===== src/rtl/core/mse_pkg.sv =====
// ----------------------------------------------------------------------------
// mse_pkg
// Shared types and constants for the merge sort engine.
// ----------------------------------------------------------------------------
package mse_pkg;

  localparam int MAX_KEYS = 64;
  localparam int IDX_W    = $clog2(MAX_KEYS);
  localparam int CNT_W    = IDX_W + 1;
  localparam int KEY_W    = 32;
  localparam int ADDR_W   = 3;
  localparam int DATA_W   = 32;

  // register index, taken from paddr[ADDR_W-1:2]
  localparam logic [ADDR_W-3:0] REG_SORT_DESC = 1'b0;

  typedef struct packed {
    logic signed [KEY_W-1:0] key_value;
    logic                    is_last;
  } key_item_t;

  typedef struct packed {
    logic signed [KEY_W-1:0] sorted_key;
    logic                    last_of_run;
    logic                    overflowed;
  } result_item_t;

  typedef struct packed {
    logic store;      // key transaction: write key or flag overflow
    logic sort_init;  // set up first merge pass
    logic merge;      // one merge step
    logic emit_init;  // single key batch: emit straight from key store
    logic emit_load;  // load next sorted key into the output register
    logic done;       // batch delivered, clear count and overflow
  } mse_cmd_t;

  typedef struct packed {
    logic             single_key;
    logic             pass_end;
    logic             sort_done;
    logic             emit_last;
    logic             out_free;
    logic [CNT_W-1:0] key_count;
  } mse_sts_t;

endpackage


===== src/rtl/core/mse_controller.sv =====
// ----------------------------------------------------------------------------
// mse_controller
// Sequencer: collect keys, run the merge passes, emit the sorted batch.
// ----------------------------------------------------------------------------
module mse_controller (
  input  logic              clk,
  input  logic              rst,
  input  logic              key_valid,
  input  logic              key_is_last,
  input  mse_pkg::mse_sts_t sts,
  output logic              key_ready,
  output mse_pkg::mse_cmd_t cmd
);

  localparam logic [2:0] ST_COLLECT = 3'd0;
  localparam logic [2:0] ST_START   = 3'd1;
  localparam logic [2:0] ST_MERGE   = 3'd2;
  localparam logic [2:0] ST_PRIME   = 3'd3;
  localparam logic [2:0] ST_EMIT    = 3'd4;

  logic [2:0] state;
  logic [2:0] state_next;

  always_ff @(posedge clk) begin
    if (rst) begin
      state <= ST_COLLECT;
    end else begin
      state <= state_next;
    end
  end

  assign key_ready = (state == ST_COLLECT);

  always_comb begin
    state_next = state;
    cmd        = '0;
    unique case (state)
      ST_COLLECT: begin
        if (key_valid) begin
          cmd.store = 1'b1;
          if (key_is_last) state_next = ST_START;
        end
      end
      ST_START: begin
        if (sts.single_key) begin
          cmd.emit_init = 1'b1;
          state_next    = ST_EMIT;
        end else begin
          cmd.sort_init = 1'b1;
          state_next    = ST_MERGE;
        end
      end
      ST_MERGE: begin
        cmd.merge = 1'b1;
        if (sts.pass_end) state_next = sts.sort_done ? ST_EMIT : ST_PRIME;
      end
      // one bubble so the last write of a pass lands before it is read back
      ST_PRIME: begin
        state_next = ST_MERGE;
      end
      ST_EMIT: begin
        if (sts.out_free) begin
          cmd.emit_load = 1'b1;
          if (sts.emit_last) begin
            cmd.done   = 1'b1;
            state_next = ST_COLLECT;
          end
        end
      end
      default: state_next = ST_COLLECT;
    endcase
  end

endmodule


===== config.mk =====
export PLATFORM = sky130hd
export DESIGN_NAME = mse_controller
export DESIGN_NICKNAME = d
export VERILOG_FILES = /design/src/rtl/core/mse_pkg.sv /design/src/rtl/core/mse_controller.sv
export SDC_FILE = /design/constraint.sdc
export NUM_CORES = 1
export LEC_CHECK = 0
export ABC_AREA = 1
export BUFFER_PORTS_ARGS = -buffer_cell sky130_fd_sc_hd__buf_2
export CELL_PAD_IN_SITES_DETAIL_PLACEMENT = 1
export CELL_PAD_IN_SITES_GLOBAL_PLACEMENT = 1
export CORE_UTILIZATION = 21
export DETAILED_ROUTE_END_ITERATION = 10
export HOLD_SLACK_MARGIN = 0.1
export PLACE_DENSITY_LB_ADDON = 0.1
export REMOVE_ABC_BUFFERS = 1
export SYNTH_ARGS = -nofsm -noshare
export SYNTH_HDL_FRONTEND = slang
export SYNTH_SLANG_ARGS = --single-unit

===== constraint.sdc =====
create_clock -name clk -period 1.1 [get_ports clk]
set_input_delay 0.055 -clock clk [delete_from_list [all_inputs] [get_ports clk]]
set_output_delay 0.055 -clock clk [all_outputs]
set_load 0.02 [all_outputs]

# == Word level (Yosys, flattened, before mapping) ==
# Cells that the tools add are included.
# op_classes
n_eq_ne,9
muxes,18
reduce_logical,2
# op_table
cell,count
3-bit two-way mux,7
3-bit one-hot mux with 5 select lines,1
"2-bit != test, second input constant",5
1-bit two-way mux,8
"3-bit by 2-bit equality test with 1-bit output, second input constant",2
5-bit AND reduction,1
2-bit two-way mux,2
"3-bit by 1-bit equality test with 1-bit output, second input constant",1
"3-bit equality test, second input constant",1
3-bit logical NOT,1
# totals
ff_bits,3
in_bits,16
output_inout_bits,7
word_cells,30

# == Depth between registers and ports, before layout ==
# Gate-level depths: netlist (run 1).
# logic_depth
ltp_word,3
depth_mapped,7
ltp_nobuf,7

# == Least setup slack after synthesis (run 1) ==
# No wires, ideal clock.
# synth_path
path_type,reg-to-reg
from,register state[1]
to,register state[0]
setup_ns,0.073
arrival_time_ns,1.115
required_ns,1.027
setup_slack_ns,-0.088
stages_incl_launch_ff,4
n_path_buf,0
synth_period_minus_slack_ns,1.188
path_cell_list,dfxtp_1 > nor3_1 > a21oi_1 > nor3_2
# synth_between
elab_chain_len,3
word_cells_on_any_way,12
classes_between,eq/ne: 9; mux: 1; reduce/logical: 2
# synth_lines
element,line_no,source
"start, declared",mse_controller.sv:21,logic [2:0] state;
"start signal, assigned",mse_controller.sv:28,state <= state_next;
3-bit logical NOT *,-,
via key_ready,mse_controller.sv:11,"output logic key_ready,"
2-bit != test (no source line),-,
5-bit AND reduction (no source line),-,
# The timed path passes the listed nets; every way through them passes the cells marked *.
# A chain may end at the register's enable or synchronous reset.

# == Final worst setup path (run 1) ==
# layout_path
from,register state[1]
to,output key_ready
# layout_between
elab_chain_len,1
# layout_lines
element,line_no,source
3-bit logical NOT,mse_controller.sv:32,assign key_ready = (state == ST_COLLECT);
"end, declared",mse_controller.sv:11,
# Every way passes these cells.

==> impl_metrics.ini, run 1 <==
[worst_hold_path]
whs_path_depth = 4
hold_class = input port to register
min_to = state[0]$_SDFFE_PP0P_
min_from = sts[9]

[detailed_routing]
routedWlPerCell_um = 9.61
firstDrtPassIters = 1
finalWirelength_um = 817
wl_met3_um = 36
dr_total_vias = 349
wl_met2_um = 409
highest_layer = met3
wl_met1_um = 370
via_per_inst = 4.11
detail-route-antenna-nets = 0
drt-initial-drc-count = 0
drc = 0

[yosys]
syn_inst = 46
synth-seq-cells = 3
ys_warn_count = 0
syn_avg_cell_area_sq_um = 6.15
syn_area_sq_um = 283
yosysSeqAreaShare = 0.212
synth.distinct_cells = 17
synth-main-ff-cell = dfxtp_1
synth_edf_count = 0
async_reset_ff_frac = 0

[clock_network]
h-tree-depth = 1
cts_inserted_buffers = 3
clock_latency_ns = 0.23
clk_pin_slew_worst_paths_ns = 0.04
cts_sinks = 3
tritoncts = yes
clockRootBuffer = clkbuf_4
cts_buffer_depth = 2

[power]
power.total_uw = 577
pwr_density_cell_nw_per_um2 = 1110
p_leak_nw = 0.302
vdd_drop_max_mv = 0.527

[timing]
whs_ns = 0.195
finalCriticalPeriod_ns = 1.12
rsz0062_at_grt = true
clock_skew_ns = 0.00220
max_freq_ghz = 0.891
fin_crit_sh = 1.02
finalSetupTns_ns = -0.0227
slew-limit-headroom = 0.877
tightest_slew_ns = 0.184
final-hold-violation-count = 0
drv_slew = 0
setup_ws_ns = -0.0227
setup_violations = 1

[setup_path]
r2r-start = state[1]$_SDFFE_PP0P_
cp-end-kind = primary output
path_max_fanout = 5
reg2reg_depth = 7
critical-path-max-stage-delay_ns = 0.36
crit_arrival_ns = 1.07
cp-start-kind = register
timing.rr.end = state[2]$_SDFFE_PP0P_
rrSetupSlack_ns = 0.04
cp_slowest_cell = dfxtp_4
crit_path_cell_trace = buf_4, nor3_4, buf_6
cp_top_family = flip-flops
worstPathRequired_ns = 1.04
cp_num_buf_inv = 2
worstSetupPathType = register to primary output

[cells_and_area]
drive_gt1_frac = 0.606
fillers = 154
insertedDiodeCount = 0
largest_register_ffs = 3
top_register = state
top_regs = state: 3 flops
area_growth_pct = 83.2
layout.nets = 88

[floorplan]
ioPinCount = 23
initial_core_util = 0.241
core_area_sq_um = 1170
die_y_um = 38.7
die_w_um = 38.7
dieArea_sq_um = 1500
rows = 12

[global_route]
grt_pass1_wl_um = 1280
antenna_found_initial = 0
grt_pass1_vias = 323
global_route.overflow_total = 0
grt_max_degree = 7
grt.total_usage = 0.131

[status]
status = finished with violations
violations = setup timing

[placed_design]
gp_congestion = 0.627
preCtsSetupSlack_ns = 0.0113
post-dp-hpwl_um = 585
io_buffers = 15

[run]
cap_violations = 0
==> layout make-up <==
class / count / area, sq um / share of cell area
clock buffer: 4 / 26.3 / 0.0507
sequential: 3 / 71.3 / 0.138
multi-input combinational: 30 / 201 / 0.389
tap: 14 / 17.5 / 0.0338
timing repair buffer: 21 / 151 / 0.292
inverter: 13 / 50.0 / 0.0966
==> cells in the mapped netlist (2+ instances only) <==
| cell | number | area share |
|---|---|---|
| a21oi_2 | 2 | 0.062 |
| nand2_1 | 6 | 0.080 |
| inv_2 | 3 | 0.040 |
| nand3_2 | 2 | 0.071 |
| inv_1 | 9 | 0.12 |
| nand3_1 | 6 | 0.11 |
| dfxtp_1 | 3 | 0.21 |
| nor2_1 | 5 | 0.066 |
| nand2_2 | 2 | 0.044 |
==> how the worst max path moves through the flow <==
stage	start	to	slack [ns]	depth (start not counted)
after floorplan	state[1]$_SDFFE_PP0P_	state[0]$_SDFFE_PP0P_	-0.09	3
after global placement	state[2]$_SDFFE_PP0P_	state[1]$_SDFFE_PP0P_	-0.001	6
after detailed placement	state[2]$_SDFFE_PP0P_	state[1]$_SDFFE_PP0P_	0.01	6
after CTS	state[1]$_SDFFE_PP0P_	cmd[1]	-0.02	4
after global routing	state[1]$_SDFFE_PP0P_	cmd[3]	-0.06	5
final	state[1]$_SDFFE_PP0P_	key_ready	-0.02	3
==> tightest hold or removal path: stages <==
cell	delay, ns
buf_2	0.11
inv_1	0.06
a21oi_1	0.08
nor3_2	0.08
==> kinds of logic after synthesis <==
kind of cell / Yosys count / share of synthesized area
AO/OA/AOI/OAI: 3 / 0.0796
AND/OR/NAND/NOR: 27 / 0.531
buffers and inverters: 13 / 0.177
flip-flops: 3 / 0.212
==> power breakdown <==
group	total, mW	internal [mW]	switching, mW
registers	0.138	0.117	0.0202
clock network	0.192	0.136	0.0565
logic	0.247	0.119	0.128
total	0.577	0.373	0.204
==> layout by cell type, fill, tap and decap left out, drive strengths merged <==
master / netlist / layout
a21oi: 3 / 3
and3: 1 / 1
buf: 0 / 20
clkbuf: 0 / 4
clkinv: 1 / 1
dfxtp: 3 / 3
dlygate4sd3: 0 / 1
inv: 12 / 12
nand2: 8 / 8
nand3: 8 / 8
nand3b: 1 / 1
nor2: 7 / 7
nor3: 2 / 2
==> metal layers <==
metal,vias to the layer above,GRT usage
met4,0,0.0776
met3,0,0.0520
li1,191,-
met5,-,0
met1,151,0.144
met2,7,0.208
==> what timing repair did <==
item                                   4_1_cts  5_1_grt
gates resized for setup                     14        9
hold buffers                                 1        0
pin swaps                                    1        3
buffers inserted                             0        4
endpoints found under the hold margin        3        0
setup endpoints to repair                    7        9
==> per-stage QoR <==
step           instances   util  area (sq um)
2_1_floorplan         46      -           283
3_3_place_gp          76  0.327           383
3_5_place_dp          76  0.327           383
4_1_cts               81  0.389           455
5_1_grt               85  0.442           518
6_report              85  0.442           518
(Power assumes the default switching activity.)
==> run 2: changes to the inputs <==
Settings changed: ABC_AREA 1 to default, CORE_AREA from default to 2 2 39 41, CORE_UTILIZATION 21 to default, DIE_AREA from default to 0 0 41 43.
==> run 2 against run 1 <==
The run still ends with setup timing left. Non-clock buffer count is 6 higher. Area after synthesis down 2.2%. Register-to-register slack got worse by 0.20 ns. First-iteration DRC count grew 1. Design area is 12% higher. Via count is 2.9% lower. Worst hold slack worse by 0.089 ns. Sequential share of layout area down 2.3 points. Synthesized cell count is 37% lower. Power is 5.4% lower. Critical endpoint is now cmd[0]. Largest power group unchanged. Highest routed layer unchanged.
==> impl_metrics.ini, run 2 <==
[setup_path]
crit_arrival_ns = 1.23
cp-start-kind = register
cp_num_buf_inv = 2
rrSetupSlack_ns = -0.16
critical-path-max-stage-delay_ns = 0.33
critPathMostFrequentCell = buf_6
path_max_fanout = 5
cp-end-kind = primary output
worstPathRequired_ns = 1.04
cp_slowest_cell = dfxtp_2
r2r-start = state[0]$_SDFFE_PP0P_
crit_path_cell_trace = buf_6, nor3b_4, and3_4, buf_6
cp_top_family = simple AND/OR/NAND/NOR gates
timing.rr.end = state[1]$_SDFFE_PP0P_
reg2reg_depth = 4
worstSetupPathType = register to primary output

[cells_and_area]
top_register = state
largest_register_ffs = 3
insertedDiodeCount = 0
final_cells = 73
top_regs = state: 3 flops
final_common_cell = buf_4
layout.nets = 74
area_growth_pct = 109
final_cell_mix = buf_4, buf_2, buf_6
drive_gt1_frac = 0.789

[timing]
rsz0062_at_grt = true
clock_skew_ns = 0.00206
finalCriticalPeriod_ns = 1.29
tightest_slew_ns = 0.357
slew-limit-headroom = 0.762
setup_ws_ns = -0.188
max_freq_ghz = 0.777
final-hold-violation-count = 0
setup_violations = 9
fin_crit_sh = 1.17
drv_slew = 0

[yosys]
synthAdderAreaFrac = 0
synth_edf_count = 0
synth_xor_area_frac = 0
syn_inst = 29
yosysTopAreaCell = dfxtp_1
ys_warn_count = 0
syn_area_sq_um = 277
synth.area.mux_share = 0
syn_avg_cell_area_sq_um = 9.54
synth.area.top_cells = dfxtp_1, a2111oi_4, and4bb_2
synth_compound_area_frac = 0.262
synth-simple-area-share = 0.434
synth.most_common_cell = dfxtp_1
async_reset_ff_frac = 0
synth-main-ff-cell = dfxtp_1
synth-seq-cells = 3
synth_top_family_by_area = simple AND/OR/NAND/NOR gates
synth.distinct_cells = 22
yosysSeqAreaShare = 0.217
synth_top_area_share = 0.217

[power]
clockPowerShare = 0.373
vdd_drop_max_mv = 0.565
p_int_uw = 376
netSwitchingFraction = 0.312
p_leak_nw = 0.261
switchingPower_uw = 170
pwr_density_cell_nw_per_um2 = 944
p_comb_frac = 0.400
power.total_uw = 546
pwr-share-seq = 0.227

[detailed_routing]
drt-initial-drc-count = 1
via_per_inst = 4.64
wl_met2_um = 556
wl_met1_um = 370
drc = 0
routedWlPerCell_um = 13.3
firstDrtPassIters = 2
detail-route-antenna-nets = 0
finalWirelength_um = 968
dr_total_vias = 339
wl_met3_um = 40
highest_layer = met3

[placed_design]
io_buffers = 15
dp_cells = 63
post-dp-hpwl_um = 665
gp_congestion = 0.788

[floorplan]
die_w_um = 41
dieArea_sq_um = 1760
rows = 14
initial_core_util = 0.200
ioPinCount = 23
core_area_sq_um = 1380
die_y_um = 43

[status]
status = finished with violations
violations = setup timing

[worst_hold_path]
min_to = state[2]$_SDFFE_PP0P_
whs_path_depth = 4
min_from = sts[8]
hold_class = input port to register

[global_route]
grt_max_degree = 9
global_route.overflow_total = 0
antenna_found_initial = 0
grt_pass1_wl_um = 1540
grt.total_usage = 0.129
grt_pass1_vias = 368

[clock_network]
cts_sinks = 3
cts_buffer_depth = 2
tritoncts = yes
clk_pin_slew_worst_paths_ns = 0.04
clock_latency_ns = 0.23
clockRootBuffer = clkbuf_4
cts_inserted_buffers = 3
h-tree-depth = 1

[run]
cap_violations = 0
run 2: cell types whose count changed after synthesis, moves of 3 or more:
cell     before  now
nand3_1       6    0
nor2_1        5    1
nand2_1       6    2
inv_1         9    0
inv_2         3    0
run 2: layer usage:
metal | track usage | vias up
met5 | 0 | -
met1 | 0.144 | 162
li1 | - | 166
met3 | 0.0314 | 0
met4 | 0.0400 | 0
met2 | 0.225 | 11
run 2: power groups by stage:
stage                     Sequential [mW]  Combinational, mW  Clock [mW]
after floorplan                     0.133             0.0736           0
after global placement              0.125              0.150           0
after detailed placement            0.125              0.153           0
after CTS                           0.123              0.206       0.208
after global routing                0.124              0.236       0.212
final                               0.124              0.219       0.204
run 2: logic make-up after synthesis:
| kind of cell | count (synthesis) |
|---|---|
| compound gates | 7 |
| buf+inv | 3 |
| simple gates | 16 |
| flops | 3 |
run 2: worst max-delay path by stage:
stage,startpoint,end,cells past startpoint
2_1_floorplan,state[1]$_SDFFE_PP0P_,state[2]$_SDFFE_PP0P_,4
3_3_place_gp,state[0]$_SDFFE_PP0P_,state[1]$_SDFFE_PP0P_,3
3_5_place_dp,state[1]$_SDFFE_PP0P_,state[2]$_SDFFE_PP0P_,4
4_1_cts,state[0]$_SDFFE_PP0P_,cmd[0],4
5_1_grt,state[1]$_SDFFE_PP0P_,cmd[0],4
6_report,state[0]$_SDFFE_PP0P_,cmd[0],4
run 2: per-stage QoR:
stage / utilization / hold WS [ns] / worst slack (ns) / setup TNS, ns / instance area [sq um]
2_1_floorplan: - / 0.124 / -0.261 / -1.08 / 253
3_3_place_gp: 0.284 / 0.272 / -0.116 / -0.300 / 393
3_5_place_dp: 0.284 / 0.281 / -0.142 / -0.529 / 393
4_1_cts: 0.396 / 0.108 / -0.200 / -1.31 / 548
5_1_grt: 0.418 / 0.128 / -0.224 / -1.63 / 578
6_report: 0.418 / 0.106 / -0.188 / -1.24 / 578
run 2: timing repair:
item / in CTS / in global routing
hold buffers: 1 / 0
endpoints found under the hold margin: 2 / 0
setup buffers: 4 / 1
gates resized for setup: 25 / 6
pin swaps: 7 / 3
setup endpoints to repair: 10 / 10
run 2: area by class of cell:
cell class / instances / area, sq um
fillers: 163 / 806
repair buffers: 27 / 226
clock buffers: 4 / 26.3
well taps: 16 / 20.0
flip-flops and latches: 3 / 66.3
multi-input cells: 23 / 239
run 2: worst register-to-register path, stage by stage, from the launching register on:
cell     delay (ns)
dfxtp_2        0.35
buf_4          0.12
or3b_1         0.34
a211o_1        0.27
a21oi_2        0.12
